File: config.mk
export PLATFORM = sky130hd
export DESIGN_NAME = brbq_ctrl
export DESIGN_NICKNAME = d
export VERILOG_FILES = /design/src/sv/brbq_pkg.sv /design/src/sv/brbq_ctrl.sv
export SDC_FILE = /design/constraint.sdc
export NUM_CORES = 1
export LEC_CHECK = 0
export BUFFER_PORTS_ARGS = -buffer_cell sky130_fd_sc_hd__buf_4
export CAP_MARGIN = 20
export CORE_MARGIN = 10
export CORE_UTILIZATION = 31
export CTS_CLUSTER_DIAMETER = 50
export DETAILED_ROUTE_END_ITERATION = 8
export PLACE_DENSITY = 0.52
export REMOVE_ABC_BUFFERS = 1
export SLEW_MARGIN = 20
export SYNTH_ARGS = -nofsm -noshare
export SYNTH_HDL_FRONTEND = slang
export SYNTH_SLANG_ARGS = --single-unit
File: constraint.sdc
create_clock -name clock -period 6.96 [get_ports clock]
set_clock_uncertainty 0.15 [all_clocks]
set_input_delay 0.348 -clock clock [delete_from_list [all_inputs] [get_ports clock]]
set_output_delay 0.348 -clock clock [all_outputs]
set_load 0.1 [all_outputs]
File: src/sv/brbq_pkg.sv
// shared types and constants for the byte ring buffer queue
package brbq_pkg;

   localparam int DEPTH  = 4096;
   localparam int ADDR_W = $clog2(DEPTH);
   localparam int CNT_W  = ADDR_W + 1;
   localparam int LEN_W  = 16;
   localparam int BYTE_W = 8;
   localparam int CMP_W  = (LEN_W > CNT_W) ? LEN_W : CNT_W;

   // packed widths of the stream ports
   localparam int REQ_DATA_W = 32;
   localparam int RSP_DATA_W = 40;
   localparam int CSR_DATA_W = 16;

   typedef enum logic [1:0] {
      CMD_ADD   = 2'd0,
      CMD_GET   = 2'd1,
      CMD_POP   = 2'd2,
      CMD_CLEAR = 2'd3
   } cmd_type;

   typedef enum logic [2:0] {
      ST_OK        = 3'd0,
      ST_TAKEN     = 3'd1,
      ST_NO_SPACE  = 3'd2,
      ST_UNDERFLOW = 3'd3,
      ST_BUSY      = 3'd4,
      ST_NONE      = 3'd5
   } status_type;

   typedef struct packed {
      status_type        status;
      logic [CNT_W-1:0]  granted;
      logic              last;
      logic [CNT_W-1:0]  used_count;
      logic              popped;
   } result_type;

   typedef struct packed {
      logic              en;
      logic [ADDR_W-1:0] addr;
      logic [BYTE_W-1:0] data;
   } wr_type;

endpackage

File: src/sv/brbq_ctrl.sv
// queue pointers, chunk and grant tracking, and per-item result logic
module brbq_ctrl (
   input  logic                                clock,
   input  logic                                reset,
   input  logic                                step,
   input  brbq_pkg::cmd_type                   cmd,
   input  logic [brbq_pkg::LEN_W-1:0]          length,
   input  logic [brbq_pkg::BYTE_W-1:0]         data_in,
   input  logic                                allow_underflow,
   input  logic                                cfg_we,
   input  logic [brbq_pkg::CNT_W-1:0]          cfg_data,
   output brbq_pkg::result_type                res,
   output brbq_pkg::wr_type                    wr,
   output logic                                rd_en,
   output logic [brbq_pkg::ADDR_W-1:0]         rd_addr
);

   localparam logic [brbq_pkg::CNT_W-1:0] DEPTH_C = brbq_pkg::CNT_W'(brbq_pkg::DEPTH);

   logic [brbq_pkg::CNT_W-1:0]  cap_ff,   cap_in;
   logic [brbq_pkg::ADDR_W-1:0] head_ff,  head_in;
   logic [brbq_pkg::ADDR_W-1:0] wcur_ff,  wcur_in;
   logic [brbq_pkg::CNT_W-1:0]  used_ff,  used_in;
   logic [brbq_pkg::LEN_W-1:0]  crem_ff,  crem_in;
   logic [brbq_pkg::CNT_W-1:0]  ctot_ff,  ctot_in;
   logic                        cdisc_ff, cdisc_in;
   logic [brbq_pkg::CNT_W-1:0]  rrem_ff,  rrem_in;

   logic [brbq_pkg::CNT_W-1:0]  free_b;
   logic                        len_gt_free;
   logic                        len_gt_used;
   logic                        do_write;

   function automatic logic [brbq_pkg::ADDR_W-1:0] adv(
      input logic [brbq_pkg::ADDR_W-1:0] p,
      input logic [brbq_pkg::CNT_W-1:0]  c
   );
      logic [brbq_pkg::CNT_W-1:0] n;
      n = {1'b0, p} + brbq_pkg::CNT_W'(1);
      return (n >= c) ? '0 : n[brbq_pkg::ADDR_W-1:0];
   endfunction

   assign free_b      = (used_ff < cap_ff) ? cap_ff - used_ff : '0;
   assign len_gt_free = brbq_pkg::CMP_W'(length) > brbq_pkg::CMP_W'(free_b);
   assign len_gt_used = brbq_pkg::CMP_W'(length) > brbq_pkg::CMP_W'(used_ff);

   // effective capacity: zero acts as one, clipped to the store depth
   always_comb begin
      cap_in = cap_ff;
      if (cfg_we) begin
         if (cfg_data == '0) begin
            cap_in = brbq_pkg::CNT_W'(1);
         end else if (cfg_data > DEPTH_C) begin
            cap_in = DEPTH_C;
         end else begin
            cap_in = cfg_data;
         end
      end
   end

   always_comb begin
      head_in    = head_ff;
      wcur_in    = wcur_ff;
      used_in    = used_ff;
      crem_in    = crem_ff;
      ctot_in    = ctot_ff;
      cdisc_in   = cdisc_ff;
      rrem_in    = rrem_ff;
      do_write   = 1'b0;
      rd_en      = 1'b0;
      res.status  = brbq_pkg::ST_OK;
      res.granted = '0;
      res.last    = 1'b0;
      res.popped  = 1'b0;

      unique case (cmd)
         brbq_pkg::CMD_ADD: begin
            if (crem_ff == '0) begin
               if (length == '0) begin
                  res.status = brbq_pkg::ST_OK;
               end else if (len_gt_free) begin
                  cdisc_in   = 1'b1;
                  crem_in    = length - brbq_pkg::LEN_W'(1);
                  res.status = brbq_pkg::ST_NO_SPACE;
               end else begin
                  cdisc_in   = 1'b0;
                  ctot_in    = brbq_pkg::CNT_W'(length);
                  crem_in    = length - brbq_pkg::LEN_W'(1);
                  do_write   = 1'b1;
                  res.status = brbq_pkg::ST_TAKEN;
               end
            end else begin
               crem_in = crem_ff - brbq_pkg::LEN_W'(1);
               if (cdisc_ff) begin
                  res.status = brbq_pkg::ST_NO_SPACE;
               end else begin
                  do_write   = 1'b1;
                  res.status = brbq_pkg::ST_TAKEN;
               end
            end
            // end of chunk: commit or drop the discard mark
            if (res.status != brbq_pkg::ST_OK && crem_in == '0) begin
               if (cdisc_in) begin
                  cdisc_in = 1'b0;
               end else begin
                  used_in    = used_ff + ctot_in;
                  ctot_in    = '0;
                  res.status = brbq_pkg::ST_OK;
               end
            end
            if (do_write) begin
               wcur_in = adv(wcur_ff, cap_ff);
            end
         end
         brbq_pkg::CMD_GET: begin
            if (rrem_ff != '0) begin
               res.status = brbq_pkg::ST_BUSY;
            end else if (length == '0 || (len_gt_used && allow_underflow)) begin
               res.granted = used_ff;
            end else if (len_gt_used) begin
               res.status = brbq_pkg::ST_UNDERFLOW;
            end else begin
               res.granted = brbq_pkg::CNT_W'(length);
            end
            // a busy or failed request leaves no grant pending
            rrem_in = res.granted;
         end
         brbq_pkg::CMD_POP: begin
            if (rrem_ff == '0 || used_ff == '0) begin
               res.status = brbq_pkg::ST_NONE;
            end else begin
               rd_en      = 1'b1;
               res.popped = 1'b1;
               head_in    = adv(head_ff, cap_ff);
               used_in    = used_ff - brbq_pkg::CNT_W'(1);
               rrem_in    = rrem_ff - brbq_pkg::CNT_W'(1);
               res.last   = (rrem_in == '0);
            end
         end
         brbq_pkg::CMD_CLEAR: begin
            head_in  = '0;
            wcur_in  = '0;
            used_in  = '0;
            crem_in  = '0;
            ctot_in  = '0;
            cdisc_in = 1'b0;
            rrem_in  = '0;
         end
         default: begin
            res.status = brbq_pkg::ST_OK;
         end
      endcase
      res.used_count = used_in;
   end

   assign wr.en   = step && do_write;
   assign wr.addr = wcur_ff;
   assign wr.data = data_in;
   assign rd_addr = head_ff;

   always_ff @(posedge clock) begin
      if (reset) begin
         cap_ff   <= DEPTH_C;
         head_ff  <= '0;
         wcur_ff  <= '0;
         used_ff  <= '0;
         crem_ff  <= '0;
         ctot_ff  <= '0;
         cdisc_ff <= 1'b0;
         rrem_ff  <= '0;
      end else if (cfg_we) begin
         cap_ff   <= cap_in;
         head_ff  <= '0;
         wcur_ff  <= '0;
         used_ff  <= '0;
         crem_ff  <= '0;
         ctot_ff  <= '0;
         cdisc_ff <= 1'b0;
         rrem_ff  <= '0;
      end else if (step) begin
         head_ff  <= head_in;
         wcur_ff  <= wcur_in;
         used_ff  <= used_in;
         crem_ff  <= crem_in;
         ctot_ff  <= ctot_in;
         cdisc_ff <= cdisc_in;
         rrem_ff  <= rrem_in;
      end
   end

   a_used_le_cap : assert property (@(posedge clock) disable iff (reset)
      used_ff <= cap_ff)
      else $error("committed bytes exceed capacity");

   a_grant_le_used : assert property (@(posedge clock) disable iff (reset)
      rrem_ff <= used_ff)
      else $error("pending grant exceeds committed bytes");

   a_ptr_in_range : assert property (@(posedge clock) disable iff (reset)
      ({1'b0, head_ff} < cap_ff) && ({1'b0, wcur_ff} < cap_ff))
      else $error("queue pointer beyond capacity");

endmodule

==> run metrics, run 1 <==
status finished with violations; failing checks negative setup slack; Port Buffers 92; fmax approximately 0.14 GHz; width of the die about 190 um; initial antenna violation count 0; CTS tree built; Synth Cell Area just under 9000 sq um; max cap viols 0; root buffer cell clkbuf_16; Slew Limit Fails 0; wire per inst 20.6 um; post-synthesis sequential element count 93; most common cell after layout, fill and taps aside buf_4; Area growth syn-to-layout 23.9%; CTS Buf Count 9; Hold Slack roughly 43 ps; Power per Cell Area ~150 nW/um^2; largest net degree at the start of global routing 56; Crit Path Category register to output pin; Area contributors post-synth dfxtp_1, ha_1, nand2_1; vias in the first global route roughly 9500; EDFF count, synth 0; PnR worst setup slack -122 ps; Setup crit start kind register; worst skew pair latency between 300 and 400 ps; number of remaining DRC errors 0; share of cells above drive strength 1 0.209; WL met3 approximately 2.5 mm; Leak 4.49 nW; gr usage total 0.187; routed wl met2 16.2 mm; clock sinks between 90 and 100; Setup crit end kind output pin; Syn Area/Cell 7.50 sq um; Yosys top cell area share 0.209; Via Count approximately 9600; Routed Antenna Nets 0; M1 wire length approximately 16 mm; cell count after synthesis 1190; # rows between 60 and 70; maximum buffer depth of the clock tree 2; # setup viols final 2; CTS HTree Levels 3; Final min period just over 7000 ps; RSZ-0062 raised after global routing true; DR iter-0 viols slightly below 900; Hold Crit Class input pin to register; nets between 1000 and 1500; maximum vdd ir drop approximately 0.12 mV; Post-Route WL between 30 and 40 mm; Ys Warns 0; GP Congestion between 0.9 and 1; Die H ~190 um; DP Wirelength ~26 mm; total power 1.65 mW; Req. time, crit path between 6000 and 7000 ps; Max Used Layer met4; register area share after synthesis 0.209; crit-path max FO 4; Synth area leader dfxtp_1; antenna cells 0; num ports roughly 110; final period utilization 1.02; Slew @ Worst Pin ~1100 ps; Clock transition at path regs about 70 ps; commonest non-fill, non-tap cells in the layout buf_4, nand2_1, dfxtp_1; full die area 36000 sq um; Yosys cell types 89; Core Region ~29000 sq um; Crit-path slowest cell fa_2; Rel. slew slack 0.293; DR pass1 iterations 5; grt ovf 0; crit-path max cell delay 360 ps; Post-synth ARST share 0; Initial Utilization 0.313; crit path DAT ~6600 ps; routed vias/inst around 5.7; Final Hold Vio Count 0; Main synth FF type dfxtp_1; first-pass GRT wire length 54.0 mm
## final timing paths
check	startpoint	endpoint	slack, ps	cells past startpoint
worst min-delay path	cfg_data[4]	cap_ff[4]	40	3
worst max-delay path	cap_ff[0]	res[13]	-120	32
worst max register to register	cap_ff[0]	used_ff[8]	700	33
worst min register to register	ctot_ff[8]	ctot_ff[8]	300	2
## metrics by stage
step                      instances  cell area [sq um]  worst slack, ps   util  setup TNS (ps)
final                          1696              11100             -122  0.388            -180
after global routing           1696              11100             -423  0.388           -1460
after CTS                      1694              10900            -41.6  0.381           -43.0
after detailed placement       1660              10200             -255  0.359            -397
after global placement         1660              10200            -64.5  0.359           -64.5
after floorplan                1127               8640            -2030      -           -7320
## report_power, final
part	switching (mW)	internal, mW	leakage, nW
sequential	0.0125	0.541	0.753
combinational	0.353	0.206	3.61
clock	0.254	0.279	0.131
total	0.620	1.03	4.49
## logic make-up (layout without fill, tap and decap cells)
kind of cell / after synthesis / after routing / synth area share
adders and majority gates: 93 / 93 / 0.132
AOI/OAI and AO/OA: 336 / 336 / 0.248
muxes: 19 / 19 / 0.0233
buffers and inverters: 133 / 255 / 0.0611
and+or+nand+nor: 455 / 455 / 0.268
DFF: 93 / 93 / 0.209
xor gates and xnor gates: 61 / 61 / 0.0598
## worst max-delay path, delay by kind of cell (launching register included)
| kind | cells | cell delay [ps] |
|---|---|---|
| multiplexers | 1 | 320 |
| AND/OR/NAND/NOR | 5 | 770 |
| flip-flops | 1 | 330 |
| buffers and inverters | 3 | 440 |
| XOR/XNOR | 2 | 350 |
| AO/OA/AOI/OAI | 16 | 2670 |
| adder cells (fa/ha/maj) | 5 | 1310 |
## synth_stat cells, types with 10 or more instances
cell type	count
a21o_1	10
a31oi_1	34
mux2_2	14
nand2_1	126
nand4_1	16
nor2_1	85
and3_1	20
xnor2_1	36
o21ai_0	73
nor3_1	50
o21a_1	11
o22ai_1	18
and2_1	15
nand3b_1	18
a21oi_1	73
inv_1	68
a22oi_1	18
ha_1	91
xor2_1	25
nor4_1	18
nand3_1	42
dfxtp_1	93
clkbuf_1	46
## routing by layer
layer,global-route usage,vias up
met3,0.0302,42
li1,-,4633
met2,0.305,374
met1,0.249,4582
met5,0,-
met4,0.0580,0
## flip-flops by register name, summed over array words and instances (netlist names)
name      count
ctot_ff      13
cap_ff       13
rd_addr      12
used_ff      13
crem_ff      16
wcur_ff      12
rrem_ff      13
cdisc_ff      1
## final cells by class
cell class | instances | area, sq um
Sequential cell | 93 | 1870
Tap cell | 384 | 480
Clock inverter | 5 | 61.3
Fill cell | 3026 | 17500
Inverter | 70 | 263
Clock buffer | 10 | 229
Multi-Input combinational cell | 964 | 6830
Timing Repair Buffer | 170 | 1340
## what timing repair did
action                                  4_1_cts  5_1_grt
setup buffers                                19        6
hold buffers                                  0        0
gates resized for setup                      42       36
pin swaps                                    21       33
endpoints found under the setup margin        7        7
Note: power is estimated with default switching activity, not from simulation.
==> run 2, diff against run 1 <==
--- a/config.mk
+++ b/config.mk
@@ -8,11 +8,10 @@
 export BUFFER_PORTS_ARGS = -buffer_cell sky130_fd_sc_hd__buf_4
 export CAP_MARGIN = 20
 export CORE_MARGIN = 10
-export CORE_UTILIZATION = 31
+export CORE_UTILIZATION = 30
 export CTS_CLUSTER_DIAMETER = 50
 export DETAILED_ROUTE_END_ITERATION = 8
-export PLACE_DENSITY = 0.52
-export REMOVE_ABC_BUFFERS = 1
+export PLACE_DENSITY = 0.5
 export SLEW_MARGIN = 20
 export SYNTH_ARGS = -nofsm -noshare
 export SYNTH_HDL_FRONTEND = slang
==> run 2 against run 1 <==
Against the previous run: the run still ends with negative setup slack left; utilization fell by 1.1 points; critical path depth did not move; via count fell by 1.0%; critical endpoint unchanged.
==> run metrics, run 2 (same netlist as run 1, synthesis figures left out) <==
# setup viols final 1; fmax 0.143 GHz; Clock transition at path regs roughly 80 ps; Req. time, crit path around 6500 ps; crit-path max FO 4; max cap viols 0; crit-path max cell delay roughly 380 ps; worst skew pair latency just under 400 ps; fin area about 11000 sq um; commonest non-fill, non-tap cells in the layout buf_4, nand2_1, dfxtp_1; clock sinks 93; # rows 63; Setup crit end kind output pin; Worst Path Buf+Inv 3; syn nets ~1300; Area growth syn-to-layout 24.3%; DR iter-0 viols between 800 and 900; GP Congestion roughly 0.9; number of remaining DRC errors 0; crit path DAT approximately 6500 ps; Leak roughly 4.4 nW; most frequent CP cell a21oi_2; Logic pwr share 0.345; Slew @ Worst Pin approximately 1000 ps; Initial Utilization 0.303; DP Wirelength between 20 and 30 mm; routed vias/inst ~5.6; setup tns final -24.6 ps; status finished with violations; reg2reg setup slack 730 ps; most common cell after layout, fill and taps aside buf_4; full die area around 37000 sq um; Fillers 3146; max reg flops 16; Seq pwr share 0.338; Core Region 29500 sq um; RSZ-0062 raised after global routing true; failing checks negative setup slack; Reg area around 1900 sq um; antenna cells 0; Crit Path Category register to output pin; cell family with most CP delay compound AO/OA/AOI/OAI gates; root buffer cell clkbuf_16; first-pass GRT wire length 52.9 mm; Final Hold Vio Count 0; num ports 109; internal power ~1.0 mW; nets 1431; DR pass1 iterations 5; Die H a little under 200 um; Post-Route WL roughly 35 mm; area of the multi-input gates ~6900 sq um; PnR worst setup slack -24.6 ps; switch share 0.382; gr usage total 0.185; Routed Antenna Nets 0; largest net degree at the start of global routing between 50 and 60; width of the die slightly below 200 um; grt ovf 0; CTS tree built; Setup crit start kind register; Setup WS pre-CTS -65.2 ps; Power per Cell Area 148 nW/um^2; Final Non-Filler Cells around 1700; Crit-path slowest cell fa_2; vias in the first global route roughly 9000; Hold Slack between 30 and 40 ps; maximum vdd ir drop between 0.1 and 0.15 mV; Via Count ~9500; Reg with most FFs crem_ff; Port Buffers 92; dpl cell area ~10000 sq um; wire per inst just over 20 um; Placed Cells around 1700; Switch Pwr approximately 0.63 mW; share of cells above drive strength 1 0.211; Rel. slew slack 0.328; Hold Crit Class input pin to register; maximum buffer depth of the clock tree 2; CTS Buf Count 9; Final min period between 6000 and 7000 ps; Slew Limit Fails 0; final period utilization 1.00; Clock power frac 0.318; initial antenna violation count 0; CTS HTree Levels 3
run 2: cell count changes in the layout (fill, tap and decap cells not counted), moves of 3 or more:
cell and delta:
buf_4 -14, ha_1 -6, ha_4 +5, xnor2_1 +3, xnor2_2 -3
run 2: area by class of cell:
| cell class | instances | share of cell area |
|---|---|---|
| multi-input cells | 964 | 0.625 |
| repair buffers | 156 | 0.112 |
| well taps | 390 | 0.0440 |
| clock buffers | 11 | 0.0228 |
| clock inverters | 5 | 0.00383 |
| inverters | 70 | 0.0239 |
| flip-flops and latches | 93 | 0.168 |
run 2: routing by layer:
layer | wire, um | track usage | share of wire | up-vias
li1 | - | - | - | 4614
met1 | 15800 | 0.240 | 0.45 | 4526
met2 | 15800 | 0.297 | 0.45 | 350
met3 | 2630 | 0.0455 | 0.075 | 41
met4 | 785 | 0.0555 | 0.022 | 0
met5 | 0 | 0 | 0 | -
run 2: repair_timing:
action	in CTS	in global routing
pin swaps	18	31
endpoints found under the setup margin	6	8
endpoints found under the hold margin	1	0
hold buffers	1	0
gates resized for setup	22	50
setup buffers	5	10
run 2: worst paths after layout:
check	from	end	depth (start not counted)
worst max-delay path	cap_ff[0]	res[13]	32
worst min-delay path	cfg_data[3]	cap_ff[3]	3
worst max register to register	cap_ff[0]	used_ff[12]	32
worst min register to register	ctot_ff[4]	ctot_ff[4]	2
run 2: per-stage QoR:
stage | util | power, mW
detailed placement | 0.350 | 1.09
global placement | 0.350 | 1.09
global route | 0.376 | 1.72
finish | 0.376 | 1.64
floorplan | - | 0.944
CTS | 0.365 | 1.62
run 2: power by group through the flow:
stage / Sequential (mW) / Combinational, mW / Clock, mW
after detailed placement: 0.565 / 0.522 / 0
after global placement: 0.565 / 0.523 / 0
after global routing: 0.555 / 0.618 / 0.550
after floorplan: 0.562 / 0.382 / 0
after CTS: 0.553 / 0.532 / 0.535
final: 0.553 / 0.564 / 0.520
run 2: worst min-delay path, cell delays in order:
cell,delay (ps)
buf_4,90
nand2_1,40
o21ai_0,50
==> run 3, diff against run 2 <==
--- a/config.mk
+++ b/config.mk
@@ -12,6 +12,8 @@
 export CTS_CLUSTER_DIAMETER = 50
 export DETAILED_ROUTE_END_ITERATION = 8
 export PLACE_DENSITY = 0.5
+export RECOVER_POWER = 50
+export REMOVE_ABC_BUFFERS = 1
 export SLEW_MARGIN = 20
 export SYNTH_ARGS = -nofsm -noshare
 export SYNTH_HDL_FRONTEND = slang
==> run 3 against run 2 <==
Against the previous run: the run still ends with negative setup slack left; critical path depth shrank 1; cell count grew 2.1%; via count grew 1.4%; sequential share of layout area shrank 0.22 points; setup slack lost 130 ps; total power grew 3.7%; sequential power is essentially flat; count of clock-buffer cells in the layout shrank 1; utilization grew 0.42 points; register-to-register slack lost 120 ps.
==> run metrics, run 3 (same netlist as run 1, synthesis figures left out) <==
CTS HTree Levels 3; full die area approximately 37000 sq um; nets ~1500; Clock transition at path regs 70 ps; area of the multi-input gates roughly 6900 sq um; clock sinks 93; Reg with most FFs crem_ff; Setup crit start kind register; crit path DAT 6620 ps; grt ovf 0; Leak 4.49 nW; Final Hold Vio Count 0; num ports roughly 110; crit-path max cell delay about 370 ps; Hold Crit Class input pin to register; Area growth syn-to-layout 25.7%; Die H a little under 200 um; Reg area 1870 sq um; Slew Limit Fails 0; Routed Antenna Nets 0; max cap viols 0; Fillers roughly 3200; wire per inst approximately 20 um; width of the die between 150 and 200 um; Crit Path Category register to output pin; maximum vdd ir drop roughly 0.11 mV; maximum buffer depth of the clock tree 2; Setup crit end kind output pin; cts hold-fix bufs 0; crit-path max FO 5; worst skew pair latency approximately 370 ps; gr usage total 0.186; # setup viols final 4; # rows 63; PnR worst setup slack -160 ps; failing checks negative setup slack; max reg flops 16; first-pass GRT wire length ~54 mm; routed vias/inst 5.60; commonest non-fill, non-tap cells in the layout buf_4, nand2_1, dfxtp_1; final period utilization 1.02; DP Wirelength 26.6 mm; Port Buffers 92; fmax around 0.14 GHz; Req. time, crit path ~6500 ps; antenna cells 0; most common cell after layout, fill and taps aside buf_4; cell family with most CP delay compound AO/OA/AOI/OAI gates; Power per Cell Area 151 nW/um^2; DR pass1 iterations 5; root buffer cell clkbuf_16; GP Congestion roughly 0.94; CTS Buf Count 9; Final min period 7120 ps; vias in the first global route around 9300; Initial Utilization 0.303; Slew @ Worst Pin ~1200 ps; Via Count a little under 10000; total power between 1.5 and 2 mW; DR iter-0 viols just under 800; number of remaining DRC errors 0; most frequent CP cell a21oi_2; Post-Route WL between 30 and 40 mm; status finished with violations; Worst Path Buf+Inv 3; share of cells above drive strength 1 0.205; Core Region 29500 sq um; setup tns final -319 ps; RSZ-0062 raised after global routing true; initial antenna violation count 0; CTS tree built; Crit-path slowest cell nor4_2; largest net degree at the start of global routing 56; Rel. slew slack 0.185
[run 3: final timing paths]
path | from | to | slack, ps | cells past startpoint
setup / recovery | used_ff[1] | res[9] | -160 | 31
hold / removal | reset | cap_ff[0] | 20 | 2
setup reg to reg | used_ff[1] | used_ff[12] | 610 | 32
hold reg to reg | ctot_ff[3] | ctot_ff[3] | 300 | 2
[run 3: final cells by class]
| class | instances | share of cell area |
|---|---|---|
| Clock inverter | 6 | 0.00825 |
| Tap cell | 390 | 0.0435 |
| Timing Repair Buffer | 192 | 0.126 |
| Sequential cell | 93 | 0.166 |
| Clock buffer | 10 | 0.0213 |
| Inverter | 70 | 0.0234 |
| Multi-Input combinational cell | 964 | 0.611 |
[run 3: timing repair]
| action | 4_1_cts | 5_1_grt |
|---|---|---|
| endpoints found under the setup margin | 8 | 8 |
| cloned | 0 | 0 |
| buffers inserted | 18 | 7 |
| resized for setup | 46 | 48 |
| pin swaps | 35 | 37 |
[run 3: power by group]
group,internal (mW),switching (mW)
Clock,0.328,0.250
Combinational,0.209,0.359
Sequential,0.541,0.0120
[run 3: worst register-to-register path: cells and delay by family, from the launching register on]
family          cells  cell delay (ps)
compound gates     17             2980
xor+xnor            1              140
flops               1              340
buf+inv             4              460
simple gates        5              880
mux                 1              320
fa+ha+maj           4             1050
[run 3: metrics by stage]
step	instances	area, sq um	hold slack [ps]	setup slack [ps]	utilization
CTS	1718	11100	17.2	-116	0.375
global placement	1684	10400	286	-316	0.353
global route	1725	11200	23.0	-430	0.381
finish	1725	11200	23.0	-160	0.381
detailed placement	1684	10400	291	-356	0.353
floorplan	1127	8640	270	-2030	-
[run 3: per-layer routing]
| layer | global-route usage | routed length (um) | part of all wire | vias to the layer above |
|---|---|---|---|---|
| met5 | 0.00549 | 0 | 0 | - |
| met4 | 0.0423 | 618 | 0.018 | 0 |
| met3 | 0.0430 | 2950 | 0.085 | 40 |
| met2 | 0.286 | 15200 | 0.44 | 389 |
| met1 | 0.256 | 16000 | 0.46 | 4555 |
| li1 | - | - | - | 4680 |
